### config.mk
export PLATFORM = sky130hd
export DESIGN_NAME = ncofs_cordic_stage
export DESIGN_NICKNAME = d
export VERILOG_FILES = /design/src/ncofs_pkg.sv /design/src/ncofs_cordic_stage.sv
export SDC_FILE = /design/constraint.sdc
export NUM_CORES = 1
export LEC_CHECK = 0
export BUFFER_PORTS_ARGS = -buffer_cell sky130_fd_sc_hd__clkbuf_2
export CORE_ASPECT_RATIO = 1.2
export CORE_MARGIN = 3
export CORE_UTILIZATION = 30
export CTS_CLUSTER_SIZE = 12
export DETAILED_ROUTE_END_ITERATION = 7
export PLACE_DENSITY = 0.51
export SYNTH_ARGS = -nofsm -noshare
export SYNTH_HDL_FRONTEND = slang
export SYNTH_SLANG_ARGS = --single-unit
### constraint.sdc
create_clock -name i_clk -period 7 [get_ports i_clk]
set_input_delay 0.35 -clock i_clk [delete_from_list [all_inputs] [get_ports i_clk]]
set_output_delay 0.35 -clock i_clk [all_outputs]
set_load 0.01 [all_outputs]
### src/ncofs_pkg.sv
// ----------------------------------------------------------------------------
// ncofs_pkg
// Shared widths, pipeline payload types and the CORDIC arctangent table for
// the NCO complex frequency shifter.
// ----------------------------------------------------------------------------
package ncofs_pkg;

    localparam int PHASE_W      = 21;   // oscillator phase index
    localparam int STEP_W       = 21;   // signed phase step
    localparam int ANGLE_W      = 32;   // angle in 2^-32 turns
    localparam int ROT_W        = 34;   // CORDIC x, y and z datapath
    localparam int CORDIC_STEPS = 24;
    localparam int TRIG_W       = 16;   // cos/sin, Q1.15
    localparam int FRAC_BITS    = 15;

    localparam logic signed [ROT_W-1:0] CORDIC_X0 = 34'sd652032874;

    typedef struct packed {
        logic                     adj;
        logic [PHASE_W-1:0]       phase;
        logic signed [STEP_W-1:0] step;
    } t_tag;

    typedef struct packed {
        logic signed [ROT_W-1:0] x;
        logic signed [ROT_W-1:0] y;
        logic signed [ROT_W-1:0] z;
        logic                    neg;
    } t_rot;

    // round(atan(2^-i) * 2^32 / (2*pi))
    function automatic logic signed [ROT_W-1:0] atan_turn(input int unsigned idx);
        logic signed [ROT_W-1:0] v;
        case (idx)
            0:       v = 34'sd536870912;
            1:       v = 34'sd316933406;
            2:       v = 34'sd167458907;
            3:       v = 34'sd85004756;
            4:       v = 34'sd42667331;
            5:       v = 34'sd21354465;
            6:       v = 34'sd10679838;
            7:       v = 34'sd5340245;
            8:       v = 34'sd2670163;
            9:       v = 34'sd1335087;
            10:      v = 34'sd667544;
            11:      v = 34'sd333772;
            12:      v = 34'sd166886;
            13:      v = 34'sd83443;
            14:      v = 34'sd41722;
            15:      v = 34'sd20861;
            16:      v = 34'sd10430;
            17:      v = 34'sd5215;
            18:      v = 34'sd2608;
            19:      v = 34'sd1304;
            20:      v = 34'sd652;
            21:      v = 34'sd326;
            22:      v = 34'sd163;
            23:      v = 34'sd81;
            default: v = '0;
        endcase
        return v;
    endfunction

endpackage

### src/ncofs_cordic_stage.sv
// ----------------------------------------------------------------------------
// ncofs_cordic_stage
// One registered CORDIC rotation step, shift amount fixed by STEP.
// ----------------------------------------------------------------------------
module ncofs_cordic_stage #(
    parameter int STEP        = 0,
    parameter int SAMPLE_BITS = 16
) (
    input  logic                          i_clk,
    input  logic                          i_rst_n,
    input  logic                          i_valid,
    output logic                          o_ready,
    input  ncofs_pkg::t_tag               i_tag,
    input  ncofs_pkg::t_rot               i_rot,
    input  logic signed [SAMPLE_BITS-1:0] i_si,
    input  logic signed [SAMPLE_BITS-1:0] i_sq,
    output logic                          o_valid,
    input  logic                          i_ready,
    output ncofs_pkg::t_tag               o_tag,
    output ncofs_pkg::t_rot               o_rot,
    output logic signed [SAMPLE_BITS-1:0] o_si,
    output logic signed [SAMPLE_BITS-1:0] o_sq
);
    localparam logic signed [ncofs_pkg::ROT_W-1:0] TURN = ncofs_pkg::atan_turn(STEP);

    logic                                 r_vld;
    ncofs_pkg::t_tag                      r_tag;
    ncofs_pkg::t_rot                      r_rot;
    logic signed [SAMPLE_BITS-1:0]        r_si, r_sq;

    logic signed [ncofs_pkg::ROT_W-1:0]   w_xs, w_ys;
    ncofs_pkg::t_rot                      n_rot;

    assign o_ready = !r_vld || i_ready;

    always_comb begin
        w_xs      = $signed(i_rot.x) >>> STEP;
        w_ys      = $signed(i_rot.y) >>> STEP;
        n_rot.neg = i_rot.neg;
        if (!i_rot.z[ncofs_pkg::ROT_W-1]) begin
            n_rot.x = i_rot.x - w_ys;
            n_rot.y = i_rot.y + w_xs;
            n_rot.z = i_rot.z - TURN;
        end else begin
            n_rot.x = i_rot.x + w_ys;
            n_rot.y = i_rot.y - w_xs;
            n_rot.z = i_rot.z + TURN;
        end
    end

    always_ff @(posedge i_clk) begin
        if (!i_rst_n) begin
            r_vld <= 1'b0;
        end else if (o_ready) begin
            r_vld <= i_valid;
        end
    end

    always_ff @(posedge i_clk) begin
        if (i_valid && o_ready) begin
            r_rot <= n_rot;
            r_tag <= i_tag;
            r_si  <= i_si;
            r_sq  <= i_sq;
        end
    end

    assign o_valid = r_vld;
    assign o_tag   = r_tag;
    assign o_rot   = r_rot;
    assign o_si    = r_si;
    assign o_sq    = r_sq;

endmodule

Word-level counts from Yosys, hierarchy flattened:

Cells that the tools add are included.
W data, S select, Z words.

* flip-flop bits (word level): 179
* input port bits: 182
* logic and storage cells: 19
* output and inout bits: 180

* add/subtract/negate cells: 5
* muxes and demuxes: 1
* reductions and logical operators: 3

Operators with widths (count)
* $mux W102: 1
* $sub A34 B34 Y34: 2
* $add A34 B31 Y34 const B: 1
* $add A34 B34 Y34: 1
* $sub A34 B31 Y34 const B: 1
* $logic_and A1 B1 Y1: 1
* $logic_not A1 Y1: 1
* $logic_or A1 B1 Y1: 1

Logic depth before layout (Yosys ltp):

* word-level depth: 3
* mapped depth: 12
* depth with buffers taken out: 12

Worst setup path after synthesis:

Ideal clock, no wire load.

* path type: input to register
* start point: in i_ready
* end point: reg r_rot (netlist bit o_rot[0]) (enable)
* data arrival time: 4.607 ns
* stages: 2
* slack: 1.834 ns
* required time: 6.441 ns
* cells stage by stage: nand2b_1 > and2_1

* word-level cells in the longest chain between the ends: 2

RTL lines
* from (decl): line ncofs_cordic_stage.sv:18 `input logic i_ready,`
* $logic_or A1 B1 Y1: line ncofs_cordic_stage.sv:34 `assign o_ready = !r_vld || i_ready;`
* $logic_and A1 B1 Y1: line ncofs_cordic_stage.sv:60 `if (i_valid && o_ready) begin`
* to (signal assigned): line ncofs_cordic_stage.sv:61 `r_rot <= n_rot;`
* to (decl): line ncofs_cordic_stage.sv:28 `ncofs_pkg::t_rot r_rot;`

Every way passes these cells.
A chain may end at the register's enable or synchronous reset.

==> reports/qor.yml <==
outcome: "complete, no violations"
period_needed_ns: 3.19
overflow: 0
pre_cts_ws_ns: 3.31
rsz0062_at_grt: "no"
grt_max_degree: 77
setup_viol: 0
wirelength_um: 39000
synth-edff-count: 177
reg2reg_depth: 3
ff2ff_setup_slack_ns: 4.27
die-height_um: 218
syn_inst: 1081
whs_ns: 0.0665
multi_input_area_mm2: 0.00536
fin_cells: 1908
syn_nets: 1369
hpwl_um: 31500
grt_pass1_wl_um: 57200
numPortBuffers: 361
numClockSinks: 178
synth-compound-area-share_pct: 18.4
diodes: 0
synth_top_flop_cell: "edfxtp_1"
netSwitchingPower_mw: 1.02
seqCellArea_mm2: 0.00534
cts.repair.resized: 0
synth-simple-area-share_pct: 10.9
synth_area_leaders: "edfxtp_1 (47%), ha_1 (11%), a21oi_1 (5.2%), xnor2_1 (4.6%), o21ai_0 (3.1%)"
rows: 77
synth_cell_types: 77
htree_num_levels: 4
post_dp_cell_area_mm2: 0.0135
start_kind: "input port"
synth_top_cell_area_share_pct: 47.2
num_vias: 9597
yosys_warnings: 0
cts_tree: "built"
finalHoldViolations: 0
post-route-util_pct: 38.2
routabilityCongestion: 0.897
antenna_found_initial: 1
nets: 1709
tns_ns: 0
synth_xor_area_share_pct: 5.21
switching_share_pct: 32.2
viasPerCell: 5.03
finalCritPeriodShare_pct: 45.6
power_frac_seq_pct: 42.0
path_class: "input port to flop"
finalClockSkew_ns: 0.00973
design.core.area_mm2: 0.0370
root_buffer: "clkbuf_16"
worstPathRequired_ns: 7.20
yosysMostFrequentCell: "edfxtp_1"
synth_common_cells: "edfxtp_1 (177), a21oi_1 (118), ha_1 (102)"
internal_power_mw: 2.16
num_io_pins: 362
first_iter_violations: 699
cts_buffer_depth: 2
synth-seq-area-share_pct: 47.4
worstSkewPairLatency_ns: 0.45
worstPathMaxFanout: 5
n_fill_cell: 3777
min_path_type: "input port to flop"
leakage_nw: 6.25
area_growth_syn_to_layout_pct: 25.6
clkTransAtPathRegs_ns: 0.08
max_freq_mhz: 314
cts_buffers: 17
ir_drop_mv: 0.149
synth_async_sr_flop_share_pct: 0
cp-end-kind: "flop"
finalPower_mw: 3.18
drv_cap: 0
routedWlPerCell_um: 20.5
crit_path_end: "o_rot[101]"
ant_nets: 0
synth_top_family_by_area: "compound AO/OA/AOI/OAI gates"
grt_pass1_vias: 9566
initial_utilization_pct: 30.4
fin_area_mm2: 0.0141
synthMuxAreaShare_pct: 0.978
drc: 0
drive_above_1_share_pct: 29.7
firstDrtPassIters: 5
clkPwrFrac_pct: 32.4
final_max_slew_viol_count: 0
die_w_um: 183
r2r-end: "o_rot[21]"
cellPowerDensity_mw_per_mm2: 225
postCtsSetupRepairBufs: 0
yosysTopAreaCell: "edfxtp_1"
dieArea_mm2: 0.0399
cp-startpoint: "i_rot[35]"
ys_ff_latch: 178
placed_cells: 1876
crit_arrival_ns: 3.39
combPwrFrac_pct: 25.6
relSlewSlack_pct: 31.1
synth_adder_area_share_pct: 12.0
synth_area_mm2: 0.0113
setup_slack_ns: 3.81
gr-usage-all-layers_pct: 19.1
worst_slew_pin_slew_ns: 1.03
syn_avg_cell_area_um2: 10.4
rr_startpoint: "o_valid"
cts_hold_buf: 0
layout make-up:
type / count / area share, %
multi-input cells: 759 / 37.9
flip-flops and latches: 178 / 37.7
repair buffers: 366 / 13.0
well taps: 474 / 4.19
clock buffers: 17 / 3.01
inverters: 99 / 2.67
clock inverters: 15 / 1.50
placed cells by master, fill, tap and decap left out, types with 10 or more instances in the layout:
cell type	Yosys	final
o21ai_0	69	69
ha_1	102	102
nor2_1	86	86
o31ai_1	10	10
o21bai_1	21	21
nor2b_1	13	13
nand2_1	49	49
nand2b_1	11	11
clkbuf_2	0	360
edfxtp_1	177	177
xnor2_1	59	59
inv_1	90	90
nand4_1	15	15
nor3_1	18	18
nand3_1	19	19
mux2i_1	11	11
a21o_1	24	24
a21oi_1	118	118
clkbuf_16	0	17
power by group through the flow:
stage	clock [mW]	combinational, mW	sequential, mW
6_report	1.03	0.815	1.34
3_3_place_gp	0	0.818	1.36
3_5_place_dp	0	0.815	1.36
4_1_cts	1.07	0.821	1.34
2_1_floorplan	0	0.444	1.41
5_1_grt	1.10	0.894	1.35
cells by family (layout without fill, tap and decap cells):
logic type | after synthesis | count (layout)
XOR/XNOR | 67 | 67
AND/OR/NAND/NOR | 251 | 251
AO/OA/AOI/OAI | 324 | 324
multiplexers | 11 | 11
adder cells (fa/ha/maj) | 106 | 106
flip-flops | 178 | 178
buffers and inverters | 144 | 497
how the worst min path moves through the flow:
stage                    from   endpoint  slack, ns  cells past startpoint
global route          i_sq[9]    o_sq[9]       0.04                      1
finish              i_rot[23]  o_rot[23]       0.07                      1
detailed placement  i_tag[19]  o_tag[19]       0.53                      1
floorplan            i_rot[0]   o_rot[0]       0.45                      0
global placement    i_tag[31]  o_tag[31]       0.53                      1
CTS                 i_rot[23]  o_rot[23]       0.03                      1
sequential cells by signal (all words and copies together) (netlist names):
name / cells
o_rot: 102
o_sq: 16
o_valid: 1
o_tag: 43
o_si: 16
per-layer routing:
metal	track usage [%]	vias up	part of all wire [%]
li1	-	4606	-
met1	21.3	4565	39
met3	5.11	53	7.3
met5	0	-	0.033
met4	6.71	2	2.7
met2	34.8	371	51
critical path: stages:
cell	delay, ns
clkbuf_2	0.10
ha_1	0.25
fa_1	0.43
nor2b_2	0.18
o311ai_1	0.41
a31oi_2	0.26
a211oi_4	0.42
nor3_2	0.14
o41ai_4	0.42
nor3_2	0.08
a211oi_2	0.26
xor2_1	0.09
(Power assumes the default switching activity.)
