File: src/ncofs_pkg.sv
// ----------------------------------------------------------------------------
// ncofs_pkg
// Shared widths, pipeline payload types and the CORDIC arctangent table for
// the NCO complex frequency shifter.
// ----------------------------------------------------------------------------
package ncofs_pkg;

    localparam int PHASE_W      = 21;   // oscillator phase index
    localparam int STEP_W       = 21;   // signed phase step
    localparam int ANGLE_W      = 32;   // angle in 2^-32 turns
    localparam int ROT_W        = 34;   // CORDIC x, y and z datapath
    localparam int CORDIC_STEPS = 24;
    localparam int TRIG_W       = 16;   // cos/sin, Q1.15
    localparam int FRAC_BITS    = 15;

    localparam logic signed [ROT_W-1:0] CORDIC_X0 = 34'sd652032874;

    typedef struct packed {
        logic                     adj;
        logic [PHASE_W-1:0]       phase;
        logic signed [STEP_W-1:0] step;
    } t_tag;

    typedef struct packed {
        logic signed [ROT_W-1:0] x;
        logic signed [ROT_W-1:0] y;
        logic signed [ROT_W-1:0] z;
        logic                    neg;
    } t_rot;

    // round(atan(2^-i) * 2^32 / (2*pi))
    function automatic logic signed [ROT_W-1:0] atan_turn(input int unsigned idx);
        logic signed [ROT_W-1:0] v;
        case (idx)
            0:       v = 34'sd536870912;
            1:       v = 34'sd316933406;
            2:       v = 34'sd167458907;
            3:       v = 34'sd85004756;
            4:       v = 34'sd42667331;
            5:       v = 34'sd21354465;
            6:       v = 34'sd10679838;
            7:       v = 34'sd5340245;
            8:       v = 34'sd2670163;
            9:       v = 34'sd1335087;
            10:      v = 34'sd667544;
            11:      v = 34'sd333772;
            12:      v = 34'sd166886;
            13:      v = 34'sd83443;
            14:      v = 34'sd41722;
            15:      v = 34'sd20861;
            16:      v = 34'sd10430;
            17:      v = 34'sd5215;
            18:      v = 34'sd2608;
            19:      v = 34'sd1304;
            20:      v = 34'sd652;
            21:      v = 34'sd326;
            22:      v = 34'sd163;
            23:      v = 34'sd81;
            default: v = '0;
        endcase
        return v;
    endfunction

endpackage

File: src/ncofs_phase_ctrl.sv
// ----------------------------------------------------------------------------
// ncofs_phase_ctrl
// Input register with the phase accumulator and the saturating phase step.
// ----------------------------------------------------------------------------
module ncofs_phase_ctrl #(
    parameter int PHASE_MODULUS = 2048000,
    parameter int SAMPLE_BITS   = 16
) (
    input  logic                                 i_clk,
    input  logic                                 i_rst_n,
    input  logic                                 i_valid,
    output logic                                 o_ready,
    input  logic                                 i_adj,
    input  logic signed [SAMPLE_BITS-1:0]        i_si,
    input  logic signed [SAMPLE_BITS-1:0]        i_sq,
    input  logic signed [ncofs_pkg::STEP_W-1:0]  i_delta,
    output logic                                 o_valid,
    input  logic                                 i_ready,
    output ncofs_pkg::t_tag                      o_tag,
    output logic signed [SAMPLE_BITS-1:0]        o_si,
    output logic signed [SAMPLE_BITS-1:0]        o_sq
);
    localparam int SUM_W  = ncofs_pkg::STEP_W + 1;
    localparam int DIFF_W = ncofs_pkg::PHASE_W + 2;
    localparam logic signed [SUM_W-1:0]  LIM  = SUM_W'(PHASE_MODULUS / 2 - 1);
    localparam logic signed [SUM_W-1:0]  NLIM = -LIM;
    localparam logic signed [DIFF_W-1:0] MOD  = DIFF_W'(PHASE_MODULUS);

    logic [ncofs_pkg::PHASE_W-1:0]       r_phase, n_phase;
    logic signed [ncofs_pkg::STEP_W-1:0] r_step, n_step;
    logic                                r_vld;
    ncofs_pkg::t_tag                     r_tag;
    logic signed [SAMPLE_BITS-1:0]       r_si, r_sq;

    logic                                w_accept;
    logic signed [SUM_W-1:0]             w_sum;
    logic signed [ncofs_pkg::STEP_W-1:0] w_step_sat;
    logic signed [DIFF_W-1:0]            w_diff;
    logic signed [DIFF_W-1:0]            w_wrap;

    assign o_ready  = !r_vld || i_ready;
    assign w_accept = i_valid && o_ready;

    always_comb begin
        w_sum = $signed({r_step[ncofs_pkg::STEP_W-1], r_step})
              + $signed({i_delta[ncofs_pkg::STEP_W-1], i_delta});
        if (w_sum > LIM) begin
            w_step_sat = LIM[ncofs_pkg::STEP_W-1:0];
        end else if (w_sum < NLIM) begin
            w_step_sat = NLIM[ncofs_pkg::STEP_W-1:0];
        end else begin
            w_step_sat = w_sum[ncofs_pkg::STEP_W-1:0];
        end
    end

    // step down by the phase step and fold back into [0, modulus)
    always_comb begin
        w_diff = $signed({2'b00, r_phase})
               - $signed({{2{r_step[ncofs_pkg::STEP_W-1]}}, r_step});
        if (w_diff < 0) begin
            w_wrap = w_diff + MOD;
        end else if (w_diff >= MOD) begin
            w_wrap = w_diff - MOD;
        end else begin
            w_wrap = w_diff;
        end
    end

    always_comb begin
        n_phase = r_phase;
        n_step  = r_step;
        if (w_accept) begin
            if (i_adj) begin
                n_step = w_step_sat;
            end else begin
                n_phase = w_wrap[ncofs_pkg::PHASE_W-1:0];
            end
        end
    end

    always_ff @(posedge i_clk) begin
        if (!i_rst_n) begin
            r_vld   <= 1'b0;
            r_phase <= '0;
            r_step  <= '0;
        end else begin
            if (o_ready) begin
                r_vld <= i_valid;
            end
            r_phase <= n_phase;
            r_step  <= n_step;
        end
    end

    always_ff @(posedge i_clk) begin
        if (w_accept) begin
            r_tag.adj   <= i_adj;
            r_tag.phase <= r_phase;
            r_tag.step  <= i_adj ? w_step_sat : r_step;
            r_si        <= i_si;
            r_sq        <= i_sq;
        end
    end

    assign o_valid = r_vld;
    assign o_tag   = r_tag;
    assign o_si    = r_si;
    assign o_sq    = r_sq;

endmodule

File: config.mk
export PLATFORM = sky130hd
export DESIGN_NAME = ncofs_phase_ctrl
export DESIGN_NICKNAME = d
export VERILOG_FILES = /design/src/ncofs_pkg.sv /design/src/ncofs_phase_ctrl.sv
export SDC_FILE = /design/constraint.sdc
export NUM_CORES = 1
export LEC_CHECK = 0
export BUFFER_PORTS_ARGS = -buffer_cell sky130_fd_sc_hd__clkbuf_2
export CAP_MARGIN = 20
export CORE_AREA = 2 2 94 142
export CTS_CLUSTER_SIZE = 40
export DETAILED_ROUTE_END_ITERATION = 8
export DIE_AREA = 0 0 96 144
export PLACE_DENSITY = 0.81
export SYNTH_ARGS = -nofsm -noshare
export SYNTH_HDL_FRONTEND = slang
export SYNTH_SLANG_ARGS = --single-unit
export TNS_END_PERCENT = 100
File: constraint.sdc
create_clock -name i_clk -period 6.1 [get_ports i_clk]
set_input_delay 0.915 -clock i_clk [delete_from_list [all_inputs] [get_ports i_clk]]
set_output_delay 0.915 -clock i_clk [all_outputs]
set_load 0.05 [all_outputs]
; ---- Word level (Yosys, flattened, before mapping)
; Cells that the tools add are included.
[op_classes]
n_addsub = 4
n_lt_le_gt_ge = 4
n_mux = 5
n_bitwise = 1
reduce_logical = 4
[op_table]
columns = cell, n
row1 = $mux W21, 5
row2 = $ge A23 B22 Y1 const B, 1
row3 = $lt A23 B1 Y1 const B, 1
row4 = $sub A22 B21 Y23, 1
row5 = $add A21 B21 Y22, 1
row6 = $gt A22 B21 Y1 const B, 1
row7 = $lt A22 B21 Y1 const B, 1
row8 = $add A21 B17 Y21 const B, 1
row9 = $sub A21 B17 Y21 const B, 1
row10 = $reduce_and A2 Y1, 1
row11 = $logic_and A1 B1 Y1, 1
row12 = $logic_not A1 Y1, 1
row13 = $logic_or A1 B1 Y1, 1
row14 = $not A1 Y1, 1
[totals]
ff_bits = 118
in_bits = 58
out_inout_bits = 77
wordCells = 26

; ---- Longest topological paths before layout
[depth]
word_depth = 5
ltp_mapped = 18
depth_no_buf = 18

; ---- Worst setup path before layout
; No wires, ideal clock.
[synth_path]
path_kind = in2reg
startpoint = input port i_ready
endpoint = register r_phase[9] in the netlist's numbering
setup_time_ns = 0.076
arrival_time_ns = 4.249
required_ns = 6.024
path_slack_ns = 1.775
path_stages = 6
n_path_buf = 0
path_cell_list = nand2b_1 -> nand2_1 -> inv_1 -> nand2_1 -> or4_1 -> a21boi_0
[synth_via]
elab_chain_cells = 3
[synth_rtl]
columns = item, line_no
row1 = start: declaration, ncofs_phase_ctrl.sv:18  ; input logic i_ready,
row2 = $logic_or A1 B1 Y1, ncofs_phase_ctrl.sv:41  ; assign o_ready = !r_vld || i_ready;
row3 = $logic_and A1 B1 Y1, ncofs_phase_ctrl.sv:42  ; assign w_accept = i_valid && o_ready;
row4 = named net w_accept, ncofs_phase_ctrl.sv:35  ; logic w_accept;
row5 = $reduce_and A2 Y1 (no source line), n/a
row6 = end signal: assignment, ncofs_phase_ctrl.sv:90  ; r_phase <= n_phase;
row7 = end: declaration, ncofs_phase_ctrl.sv:29  ; logic [ncofs_pkg::PHASE_W-1:0] r_phase, n_phase;
; The timed path passes the listed nets, and every way through them passes these cells.
; A chain may end at the register's enable or synchronous reset.

; ---- Final worst setup path
[layout_path]
startpoint = register r_step[8] in the netlist's numbering
endpoint = register r_phase[18] in the netlist's numbering
[layout_via]
elab_chain_cells = 4
elab_cells_between_ends = 7
classes_between = add/sub (3) / order compare (2) / mux (2)
[layout_rtl]
columns = item, line_no
row1 = start: declaration, ncofs_phase_ctrl.sv:30  ; logic signed [ncofs_pkg::STEP_W-1:0] r_step, n_step;
row2 = start signal: assignment, ncofs_phase_ctrl.sv:91  ; r_step <= n_step;
row3 = $sub A22 B21 Y23 *, ncofs_phase_ctrl.sv:59  ; - $signed({{2{r_step[ncofs_pkg::STEP_W-1]}}, r_step});
row4 = $sub A21 B17 Y21 / $ge A23 B22 Y1 (equally long branches), "ncofs_phase_ctrl.sv:63, ncofs_phase_ctrl.sv:62"
row5 = $mux W21, ncofs_phase_ctrl.sv:62  ; end else if (w_diff >= MOD) begin
row6 = $mux W21 *, ncofs_phase_ctrl.sv:60  ; if (w_diff < 0) begin
; Mark *: on every way between the ends. The rest lies on a longest branch, timed or not.

==> metrics.json <==
{
  "status": "finished, final reports clean",
  "syn2layout_area_growth_pct": 18.7,
  "ys_top_cells_by_area": "sky130_fd_sc_hd__edfxtp_1 (31%), sky130_fd_sc_hd__dfxtp_1 (12%), sky130_fd_sc_hd__ha_1 (7.9%)",
  "ff2ff_path_depth": 17,
  "leakage_nw": 3.73,
  "synth_edf_count": 75,
  "first_pass_iters": 5,
  "grt_antenna_before_repair": 0,
  "post-place-ws_ps": 1280,
  "seq_area_frac_synth": 0.425,
  "design.final.nets": 991,
  "clock_tree.htree_level_count": 4,
  "cts_max_path_buffers": 2,
  "crit_family": "compound AO/OA/AOI/OAI gates",
  "top_level_ports": 135,
  "cp_max_fo": 8,
  "maxClockFrequency_mhz": 219,
  "grt_max_degree": 79,
  "drt_iter0_drc": 487,
  "grt_first_pass_wirelength_um": 28200,
  "num_vias": 6354,
  "total_standard_cell_area_after_synthesis_sq_um": 7320,
  "antenna_left": 0,
  "yosys_register_bits": 118,
  "synthDistinctLibCells": 78,
  "dominant_cell_by_count_in_the_synthesized_netlist": "sky130_fd_sc_hd__edfxtp_1",
  "cp.arrival_ps": 4860,
  "cts_sinks": 118,
  "syn_area_per_cell_sq_um": 9.66,
  "slew_viol_final": 0,
  "vdd_drop_max_mv": 0.196,
  "total_power_mw": 4.09,
  "chipWidth_um": 96,
  "critical_path.slowest_cell": "sky130_fd_sc_hd__o31ai_1",
  "final-setup-viol-count": 0,
  "critPathLaunch": "r_step[8]$_SDFFE_PN0P_",
  "clock_insertion_delay_at_the_later_pin_of_the_skew_report_ps": 410,
  "setup_tns_ps": 0,
  "stages_on_worst_setup_path": 17,
  "initial_core_util": 0.577,
  "path_class": "reg -> reg",
  "remaining_drc_errors": 0,
  "dieHeight_um": 144,
  "placement.io_buffers": 134,
  "finalCoreUtilization": 0.685,
  "num_antenna_cells": 0,
  "dp_hpwl_um": 14000,
  "drv_cap": 0,
  "worst-endpoint-required_ps": 6380,
  "vias_per_cell": 6.01,
  "finalHoldViolations": 0,
  "synth.cells.most_frequent": "sky130_fd_sc_hd__edfxtp_1 (75), sky130_fd_sc_hd__nand2_1 (67), sky130_fd_sc_hd__inv_1 (49)",
  "power_density_nw_per_um2": 471,
  "min_period_ps": 4570,
  "routed_wl_um": 18100,
  "ctsResizeCount": 0,
  "post_layout_worst_setup_margin_ps": 1530,
  "cts_root_buf": "sky130_fd_sc_hd__clkbuf_16",
  "grt_overflow": 0,
  "globalplace.congestion": 0.957,
  "clk_pin_slew_worst_paths_ps": 60,
  "groute.usage.overall": 0.263,
  "synth-warning-count": 0,
  "crit_path_start_kind": "register",
  "worst_clock_skew_ps": 11.3,
  "core_sq_um": 12700,
  "path_cells": "inv_1, ha_1, a21o_1, and3_4, a2111oi_4, o31ai_4, a2111oi_2, or3_1, ha_1, nand3_1, nor4_1, nand4_1, o31ai_1, a31oi_1, o22ai_1, a2111o_1, nand3_1",
  "hold_path.startpoint": "r_phase[0]$_SDFFE_PN0P_",
  "synth.largest_area_cell": "sky130_fd_sc_hd__edfxtp_1",
  "regToRegStartpoint": "r_step[8]$_SDFFE_PN0P_",
  "worst_slew_margin_rel": 0.341,
  "cts-hold-fix-buffers": 0,
  "yosys.area.top_type_share": 0.308,
  "hold_class": "reg -> reg",
  "numCtsBuffers": 17,
  "setup.reg_to_reg.worst_slack_ps": 1530,
  "postSynth.topFlopCell": "sky130_fd_sc_hd__edfxtp_1",
  "critical_path.n_buffers_inverters": 1,
  "rsz0062_at_grt": "false",
  "tritoncts": "built",
  "layout_worst_path_cycle_share": 0.750,
  "min_path_cells": 0,
  "endpoint_kind": "register",
  "placementRows": 51,
  "cts_setup_buffers": 0,
  "netlist_instances": 758,
  "avgRoutedWirePerCell_um": 17.2,
  "floorplan.die_area_sq_um": 13800,
  "layout-drive-gt1-share": 0.220,
  "first_global_vias": 5853,
  "synth.net_count": 864,
  "critical-path-max-stage-delay_ps": 480,
  "max_slew.worst_pin.slew_ps": 988,
  "postSynth.asyncResetShare": 0
}
-- logic make-up after synthesis --
family,count (synthesis),synth area share
muxes,9,0.0128
AOI/OAI and AO/OA,232,0.237
xor gates and xnor gates,27,0.0323
adders and majority gates,48,0.0841
DFF,118,0.425
and+or+nand+nor,243,0.166
buffers and inverters,81,0.0434
-- where the power goes --
part	switching (mW)	internal [mW]
Combinational	1.33	0.736
Clock	0.380	0.610
Sequential	0.0659	0.969
-- registers in the layout, summed over array words and instances, names as in the netlist --
name	cells
o_si	16
r_phase	21
o_sq	16
o_valid	1
r_step	21
o_tag	43
-- routing by layer --
metal,GRT usage,wire [um]
met4,0.131,581
met5,0,0
met1,0.303,7200
met3,0.0318,947
met2,0.471,9410
-- stage by stage --
stage	cells	area, sq um	hold WS, ps
5_1_grt	1057	8690	477
3_5_place_dp	1024	8090	445
6_report	1057	8690	461
2_1_floorplan	758	7320	431
4_1_cts	1056	8690	461
3_3_place_gp	1024	8090	439
-- layout by cell type, fill, tap and decap left out, drive strengths merged, types with 5 or more instances in the layout --
cell type / instances
and3: 10
nand3: 27
ha: 46
nand2: 67
or3: 6
a32oi: 6
edfxtp: 75
dfxtp: 43
clkbuf: 151
a211o: 5
o21bai: 5
buf: 5
a221oi: 5
xnor2: 22
and2: 17
inv: 54
nand4: 6
a21oi: 37
o21a: 7
clkinv: 5
a221o: 16
o21ai: 43
a21o: 18
nor3: 16
a21boi: 8
nor2b: 12
nor4: 6
nand2b: 10
o211ai: 9
a311oi: 8
nor2: 48
a31oi: 9
mux2i: 6
xor2: 5
or4: 5
a22oi: 8
a211oi: 9
-- final timing paths --
check / to
setup / recovery: r_phase[18]$_SDFFE_PN0P_
hold / removal: o_tag[21]$_DFFE_PP_
setup reg to reg: r_phase[18]$_SDFFE_PN0P_
hold reg to reg: o_tag[21]$_DFFE_PP_
-- area by class of cell --
cell class | instances | area, sq um
Fill cell | 1026 | 4010
Multi-Input combinational cell | 559 | 3890
Sequential cell | 118 | 3110
Timing Repair Buffer | 139 | 708
Clock buffer | 17 | 425
Tap cell | 159 | 199
Inverter | 50 | 189
Clock inverter | 15 | 168
Note: power is estimated with default switching activity, not from simulation.
