File: src/ncofs_pkg.sv
// ----------------------------------------------------------------------------
// ncofs_pkg
// Shared widths, pipeline payload types and the CORDIC arctangent table for
// the NCO complex frequency shifter.
// ----------------------------------------------------------------------------
package ncofs_pkg;

    localparam int PHASE_W      = 21;   // oscillator phase index
    localparam int STEP_W       = 21;   // signed phase step
    localparam int ANGLE_W      = 32;   // angle in 2^-32 turns
    localparam int ROT_W        = 34;   // CORDIC x, y and z datapath
    localparam int CORDIC_STEPS = 24;
    localparam int TRIG_W       = 16;   // cos/sin, Q1.15
    localparam int FRAC_BITS    = 15;

    localparam logic signed [ROT_W-1:0] CORDIC_X0 = 34'sd652032874;

    typedef struct packed {
        logic                     adj;
        logic [PHASE_W-1:0]       phase;
        logic signed [STEP_W-1:0] step;
    } t_tag;

    typedef struct packed {
        logic signed [ROT_W-1:0] x;
        logic signed [ROT_W-1:0] y;
        logic signed [ROT_W-1:0] z;
        logic                    neg;
    } t_rot;

    // round(atan(2^-i) * 2^32 / (2*pi))
    function automatic logic signed [ROT_W-1:0] atan_turn(input int unsigned idx);
        logic signed [ROT_W-1:0] v;
        case (idx)
            0:       v = 34'sd536870912;
            1:       v = 34'sd316933406;
            2:       v = 34'sd167458907;
            3:       v = 34'sd85004756;
            4:       v = 34'sd42667331;
            5:       v = 34'sd21354465;
            6:       v = 34'sd10679838;
            7:       v = 34'sd5340245;
            8:       v = 34'sd2670163;
            9:       v = 34'sd1335087;
            10:      v = 34'sd667544;
            11:      v = 34'sd333772;
            12:      v = 34'sd166886;
            13:      v = 34'sd83443;
            14:      v = 34'sd41722;
            15:      v = 34'sd20861;
            16:      v = 34'sd10430;
            17:      v = 34'sd5215;
            18:      v = 34'sd2608;
            19:      v = 34'sd1304;
            20:      v = 34'sd652;
            21:      v = 34'sd326;
            22:      v = 34'sd163;
            23:      v = 34'sd81;
            default: v = '0;
        endcase
        return v;
    endfunction

endpackage

File: src/ncofs_mixer.sv
// ----------------------------------------------------------------------------
// ncofs_mixer
// Rounds the CORDIC vector to Q1.15 cos/sin, forms the complex product and
// rounds and saturates it into the output register. Three pipeline stages.
// ----------------------------------------------------------------------------
module ncofs_mixer #(
    parameter int SAMPLE_BITS = 16
) (
    input  logic                          i_clk,
    input  logic                          i_rst_n,
    input  logic                          i_valid,
    output logic                          o_ready,
    input  ncofs_pkg::t_tag               i_tag,
    input  ncofs_pkg::t_rot               i_rot,
    input  logic signed [SAMPLE_BITS-1:0] i_si,
    input  logic signed [SAMPLE_BITS-1:0] i_sq,
    output logic                          o_valid,
    input  logic                          i_ready,
    output ncofs_pkg::t_tag               o_tag,
    output logic signed [SAMPLE_BITS-1:0] o_out_i,
    output logic signed [SAMPLE_BITS-1:0] o_out_q
);
    localparam int RW     = ncofs_pkg::ROT_W;
    localparam int TW     = ncofs_pkg::TRIG_W;
    localparam int PROD_W = SAMPLE_BITS + TW;
    localparam int ACC_W  = PROD_W + 2;
    localparam logic signed [RW-1:0]    RND_ROT  = RW'(1 << (ncofs_pkg::FRAC_BITS - 1));
    localparam logic signed [RW-1:0]    TRIG_MAX = RW'(2 ** (TW - 1) - 1);
    localparam logic signed [ACC_W-1:0] RND_ACC  = ACC_W'(1 << (ncofs_pkg::FRAC_BITS - 1));
    localparam logic signed [ACC_W-1:0] SMAX     = ACC_W'(2 ** (SAMPLE_BITS - 1) - 1);
    localparam logic signed [ACC_W-1:0] SMIN     = -SMAX - ACC_W'(1);

    function automatic logic signed [TW-1:0] trig_round(input logic signed [RW-1:0] v);
        logic signed [RW-1:0] r;
        logic signed [TW-1:0] s;
        r = (v + RND_ROT) >>> ncofs_pkg::FRAC_BITS;
        if (r > TRIG_MAX) begin
            s = TRIG_MAX[TW-1:0];
        end else if (r < -TRIG_MAX) begin
            s = -TRIG_MAX[TW-1:0];
        end else begin
            s = r[TW-1:0];
        end
        return s;
    endfunction

    function automatic logic signed [SAMPLE_BITS-1:0] out_round(
        input logic signed [ACC_W-1:0] v
    );
        logic signed [ACC_W-1:0]       r;
        logic signed [SAMPLE_BITS-1:0] s;
        r = (v + RND_ACC) >>> ncofs_pkg::FRAC_BITS;
        if (r > SMAX) begin
            s = SMAX[SAMPLE_BITS-1:0];
        end else if (r < SMIN) begin
            s = SMIN[SAMPLE_BITS-1:0];
        end else begin
            s = r[SAMPLE_BITS-1:0];
        end
        return s;
    endfunction

    logic                          rt_vld, rm_vld, ro_vld;
    ncofs_pkg::t_tag               rt_tag, rm_tag, ro_tag;
    logic signed [SAMPLE_BITS-1:0] rt_si, rt_sq;
    logic signed [TW-1:0]          rt_c, rt_s;
    logic signed [PROD_W-1:0]      rm_ic, rm_qs, rm_is, rm_qc;
    logic signed [SAMPLE_BITS-1:0] ro_i, ro_q;

    logic                          w_rdy_t, w_rdy_m, w_rdy_o;
    logic signed [RW-1:0]          w_x, w_y;
    logic signed [ACC_W-1:0]       w_re, w_im;

    assign w_rdy_o = !ro_vld || i_ready;
    assign w_rdy_m = !rm_vld || w_rdy_o;
    assign w_rdy_t = !rt_vld || w_rdy_m;
    assign o_ready = w_rdy_t;

    always_comb begin
        w_x  = i_rot.neg ? -i_rot.x : i_rot.x;
        w_y  = i_rot.neg ? -i_rot.y : i_rot.y;
        w_re = ACC_W'(rm_ic) - ACC_W'(rm_qs);
        w_im = ACC_W'(rm_is) + ACC_W'(rm_qc);
    end

    always_ff @(posedge i_clk) begin
        if (!i_rst_n) begin
            rt_vld <= 1'b0;
            rm_vld <= 1'b0;
            ro_vld <= 1'b0;
        end else begin
            if (w_rdy_t) begin
                rt_vld <= i_valid;
            end
            if (w_rdy_m) begin
                rm_vld <= rt_vld;
            end
            if (w_rdy_o) begin
                ro_vld <= rm_vld;
            end
        end
    end

    always_ff @(posedge i_clk) begin
        if (i_valid && w_rdy_t) begin
            rt_c   <= trig_round(w_x);
            rt_s   <= trig_round(w_y);
            rt_tag <= i_tag;
            rt_si  <= i_si;
            rt_sq  <= i_sq;
        end
        if (rt_vld && w_rdy_m) begin
            rm_ic  <= rt_si * rt_c;
            rm_qs  <= rt_sq * rt_s;
            rm_is  <= rt_si * rt_s;
            rm_qc  <= rt_sq * rt_c;
            rm_tag <= rt_tag;
        end
        if (rm_vld && w_rdy_o) begin
            // an adjust result carries no sample
            ro_i   <= rm_tag.adj ? '0 : out_round(w_re);
            ro_q   <= rm_tag.adj ? '0 : out_round(w_im);
            ro_tag <= rm_tag;
        end
    end

    assign o_valid = ro_vld;
    assign o_tag   = ro_tag;
    assign o_out_i = ro_i;
    assign o_out_q = ro_q;

endmodule
File: config.mk
export PLATFORM = sky130hd
export DESIGN_NAME = ncofs_mixer
export DESIGN_NICKNAME = d
export VERILOG_FILES = /design/src/ncofs_pkg.sv /design/src/ncofs_mixer.sv
export SDC_FILE = /design/constraint.sdc
export NUM_CORES = 2
export LEC_CHECK = 0
export ABC_CLOCK_PERIOD_IN_PS = 17500
export BUFFER_PORTS_ARGS = -buffer_cell sky130_fd_sc_hd__buf_2
export CAP_MARGIN = 20
export CORE_ASPECT_RATIO = 1.75
export CORE_MARGIN = 10
export CORE_UTILIZATION = 55
export CTS_CLUSTER_SIZE = 16
export DETAILED_ROUTE_END_ITERATION = 6
export GPL_TIMING_DRIVEN = 0
export PLACE_DENSITY = 0.83
export SLEW_MARGIN = 15
export SYNTH_ARGS = -nofsm -noshare
export SYNTH_HDL_FRONTEND = slang
export SYNTH_SLANG_ARGS = --single-unit
File: constraint.sdc
create_clock -name i_clk -period 17.5 [get_ports i_clk]
set_input_delay 0.875 -clock i_clk [delete_from_list [all_inputs] [get_ports i_clk]]
set_output_delay 0.875 -clock i_clk [all_outputs]
set_load 0.01 [all_outputs]
# After elaboration in Yosys (flattened, before gate mapping)
# Index checks and enable logic that the tools add are counted.
# W data, S select, Z words.
[op_classes] div_mod_pow=0 n_eq_ne=0 order_cmp=8 n_addsub=8 n_mux=8 multipliers=4 shifts=0 n_bitwise=0 reduce_logical=13
[ops] operator="$mul A16 B16 Y32" n=4
[ops] operator="$gt A19 B16 Y1 const B" n=4
[ops] operator="$lt A19 B16 Y1 const B" n=4
[ops] operator="$add A33 B16 Y34 const B" n=2
[ops] operator="$add A34 B16 Y34 const B" n=2
[ops] operator="$mux W34" n=2
[ops] operator="$neg A34 Y34" n=2
[ops] operator="$mux W16" n=4
[ops] operator="$add A32 B32 Y33" n=1
[ops] operator="$sub A32 B32 Y33" n=1
[ops] operator="$mux W15" n=2
[ops] operator="$reduce_or A2 Y1" n=4
[ops] operator="$logic_and A1 B1 Y1" n=3
[ops] operator="$logic_not A1 Y1" n=3
[ops] operator="$logic_or A1 B1 Y1" n=3
[word_totals] output_inout_bits=77 register_bits=356 n_memories=0 wordCells=67 ramBits=0 latch_bits=0 romBits=0 inputBits=182

# Longest topological paths before layout
[logic_depth] ltp_word=5 depth_mapped=25 mapped_depth_nobuf=24

# Least setup slack after synthesis
# OpenSTA, ideal clock, no wires.
[synth_path] path_kind="input to register" from="input port i_ready" to="register rm_ic[0] (enable)" t_arrival_ps=13297 path_slack_ps=3240 stages=2 required_time_ps=16537 path_buffers=0 setup_time_ps=963 cell_sequence="nor2b_1 > a21boi_0"
[synth_via] elab_chain_len=3
[synth_lines] item="start, declared" line_no="ncofs_mixer.sv:18" rtl="input logic i_ready,"
[synth_lines] item="$logic_or A1 B1 Y1" line_no="ncofs_mixer.sv:74" rtl="assign w_rdy_o = !ro_vld || i_ready;"
[synth_lines] item="$logic_or A1 B1 Y1" line_no="ncofs_mixer.sv:75" rtl="assign w_rdy_m = !rm_vld || w_rdy_o;"
[synth_lines] item="$logic_and A1 B1 Y1" line_no="ncofs_mixer.sv:112" rtl="if (rt_vld && w_rdy_m) begin"
[synth_lines] item="end signal, assigned" line_no="ncofs_mixer.sv:113" rtl="rm_ic <= rt_si * rt_c;"
[synth_lines] item="end, declared" line_no="ncofs_mixer.sv:67" rtl="logic signed [PROD_W-1:0] rm_ic, rm_qs, rm_is, rm_qc;"
# No other way between the ends.
# A chain may end at the register's enable or synchronous reset.

# Worst setup path after layout
[layout_path] from="register rt_si[7]" to="register rm_ic[25], data pin"
[layout_via] elab_chain_len=1
[layout_lines] item="start, declared" line_no="ncofs_mixer.sv:65" rtl="logic signed [SAMPLE_BITS-1:0] rt_si, rt_sq;"
[layout_lines] item="start signal, assigned" line_no="ncofs_mixer.sv:109" rtl="rt_si <= i_si;"
[layout_lines] item="$mul A16 B16 Y32" line_no="ncofs_mixer.sv:113"
# No other way between the ends.

==> results.cfg <==
[yosys]
syn-mean-instance-area_um2 = 10.0
synth_area_leader_cell = fa_1
synthTopCellsByCount = 1245 x inv_1, 1048 x fa_1, 567 x nand2_1
ys_types = 93
synth_area_leaders = fa_1 37%, edfxtp_1 19%, ha_1 10%
yosys_warnings = 0
seq_area_frac_synth = 0.189
ys_ff_latch = 356
yosysMostFrequentCell = inv_1
synth.net_count = 7303
synthFlopType = edfxtp_1
async_flop_share = 0
postSynthCellCount = 5619
syn_area_um2 = 56300
synth_top_area_share = 0.373
synth_edf_count = 353

[sta]
hold_violations = 0
finalClockSkew_ns = 0.0589
setup_viol = 0
slew_viol_final = 0
clock.fmax_ghz = 0.120
layout_setup_ws_ns = 9.17
slew_headroom = 0.120
fin_crit_sh = 0.476
rsz0062_at_grt = no
layout_min_cycle_time_ns = 8.33
worst_pin_slew_ns = 1.32

[clocking]
insertion_delay_ns = 0.64
clk_pin_slew_worst_paths_ns = 0.06
clock_sinks = 356
cts_buffer_depth = 3
ctsResizeCount = 0
ctsHoldBuffers = 0
cts_root_buf = clkbuf_16
cts_made_buffers = 36
htreeDepth = 2
post_cts_buffers = 0
cts_tree = yes

[critical_path]
cp-start-kind = register
critical_path_peak_fanout = 10
path_class = reg -> reg
arrival_ns = 8.72
end_kind = register
rr_startpoint = rt_si[7]$_DFFE_PP_
required_ns = 17.90
crit_path_start = rt_si[7]$_DFFE_PP_

[floorplan]
dieHeight_um = 443
core_area_um2 = 102000
die_x_um = 262
start_util = 0.553
io_pins = 259
die-area_um2 = 116000
row_count = 155

[detailed_routing]
wl_per_cell_um = 27.0
vias = 42600
viasPerCell = 5.84
drt_pass1_iterations = 5
drcViolationCount = 0
drt-initial-drc-count = 3319
ant_nets = 0
wl_mm = 197

[cells_and_area]
final_cells = 7297
nNetsFinal = 7596
n_fill_cell = 8546
syn2layout_area_growth_pct = 8.40
drive_gt1_frac = 0.0640

[global_route]
grt_usage = 0.349
grt_max_degree = 31
grt_antenna_before_repair = 22
grt_pass1_wl_mm = 291
grt_pass1_vias = 46600
overflow = 0

[place]
place_inst = 7195
io_buffer_count = 214
pre_cts_ws_ns = 9.34
place_congestion = 1.08
dpl.hpwl_mm = 160

[job]
drv_cap = 0

[worst_hold_path]
hp-start = i_sq[1]
hold_path_class = in -> reg

[outcome]
status = finished clean
worst max-delay path, cell delays in order, from the launching register on:
cell and delay (ns):
edfxtp_1 0.81, clkbuf_1 0.86, nand2_1 0.20, fa_1 0.58
inv_1 0.05, fa_1 0.51, inv_1 0.06, fa_1 0.53
inv_1 0.05, fa_1 0.46, fa_1 0.50, inv_1 0.05
fa_1 0.49, inv_1 0.05, ha_1 0.35, nand2_1 0.07
or2_2 0.31, inv_1 0.06, o2111ai_1 0.23, a311oi_1 0.85
o21ai_0 0.23, a21oi_1 0.27, a21o_1 0.15, a21oi_1 0.07
xnor2_1 0.31
metrics by stage:
step	utilization	hold WS [ns]	TNS [ns]	instance area, µm²
floorplan	-	0.400	0	56300
global placement	0.579	0.401	-305.49	59000
detailed placement	0.585	0.405	0	59600
CTS	0.597	0.395	0	60800
global route	0.598	0.407	0	60900
finish	0.599	0.412	0	61000
cells in the final DEF (no fill, tap or decap), types with 10 or more instances in the layout:
cell	count
inv_1	1245
fa_1	1048
nand2_1	567
and2_1	494
ha_1	454
edfxtp_1	353
buf_2	221
clkbuf_1	216
xnor2_1	153
a21oi_1	150
nor2_1	133
o21ai_0	94
xor2_1	67
nor3_1	55
a21o_1	51
nand3_1	47
nand2b_1	41
clkbuf_16	36
a31oi_1	33
o21a_1	28
nand4_1	26
nor2b_1	25
diode_2	24
or3_1	20
buf_6	18
o21bai_1	17
and3_1	16
nor4_1	16
o31ai_1	16
or2_2	13
buf_16	13
a211oi_1	12
clkbuf_2	11
o211ai_1	11
o22ai_1	10
final cells by class:
type | count | area [µm²] | share of cell area
diodes | 24 | 60.1 | 0.000985
well taps | 1334 | 1670 | 0.0274
clock inverters | 21 | 208 | 0.00341
multi-input cells | 3783 | 40000 | 0.657
clock buffers | 44 | 951 | 0.0156
plain buffers | 235 | 926 | 0.0152
inverters | 1245 | 4670 | 0.0766
repair buffers | 255 | 1790 | 0.0293
flip-flops and latches | 356 | 10700 | 0.175
path summary, 6_finish.rpt:
path / slack [ns] / to / cells past startpoint
worst min register to register: 0.41 / rm_tag[18]$_DFFE_PP_ / 0
worst max-delay path: 9.17 / rm_ic[25]$_DFFE_PP_ / 24
worst max register to register: 9.17 / rm_ic[25]$_DFFE_PP_ / 24
worst min-delay path: 0.41 / rt_sq[1]$_DFFE_PP_ / 1
registers in the layout, indices dropped and copies added, names as in the netlist:
register and flops:
o_tag 43, rm_tag 43, rt_tag 43, rm_ic 32, rm_is 32, rm_qc 32
rm_qs 32, o_out_i 16, o_out_q 16, rt_c 16, rt_s 16, rt_si 16
rt_sq 16, o_valid 1, rm_vld 1, rt_vld 1
routing by layer:
layer,track usage,vias to the layer above,share of wire
li1,-,18100,-
met1,0.366,21400,0.32
met2,0.570,2272,0.48
met3,0.0770,872,0.079
met4,0.326,14,0.12
met5,0,-,0.00055
kinds of logic after synthesis:
logic type               share of synthesized area
adder cells (fa/ha/maj)                      0.474
buffers and inverters                       0.0993
multiplexers                               0.00127
AO/OA/AOI/OAI                               0.0638
AND/OR/NAND/NOR                              0.138
XOR/XNOR                                    0.0343
flip-flops                                   0.189
Power is left out: the tool's default activity adds up to more than one toggle a clock period on the data nets, which glitch-free logic cannot reach.
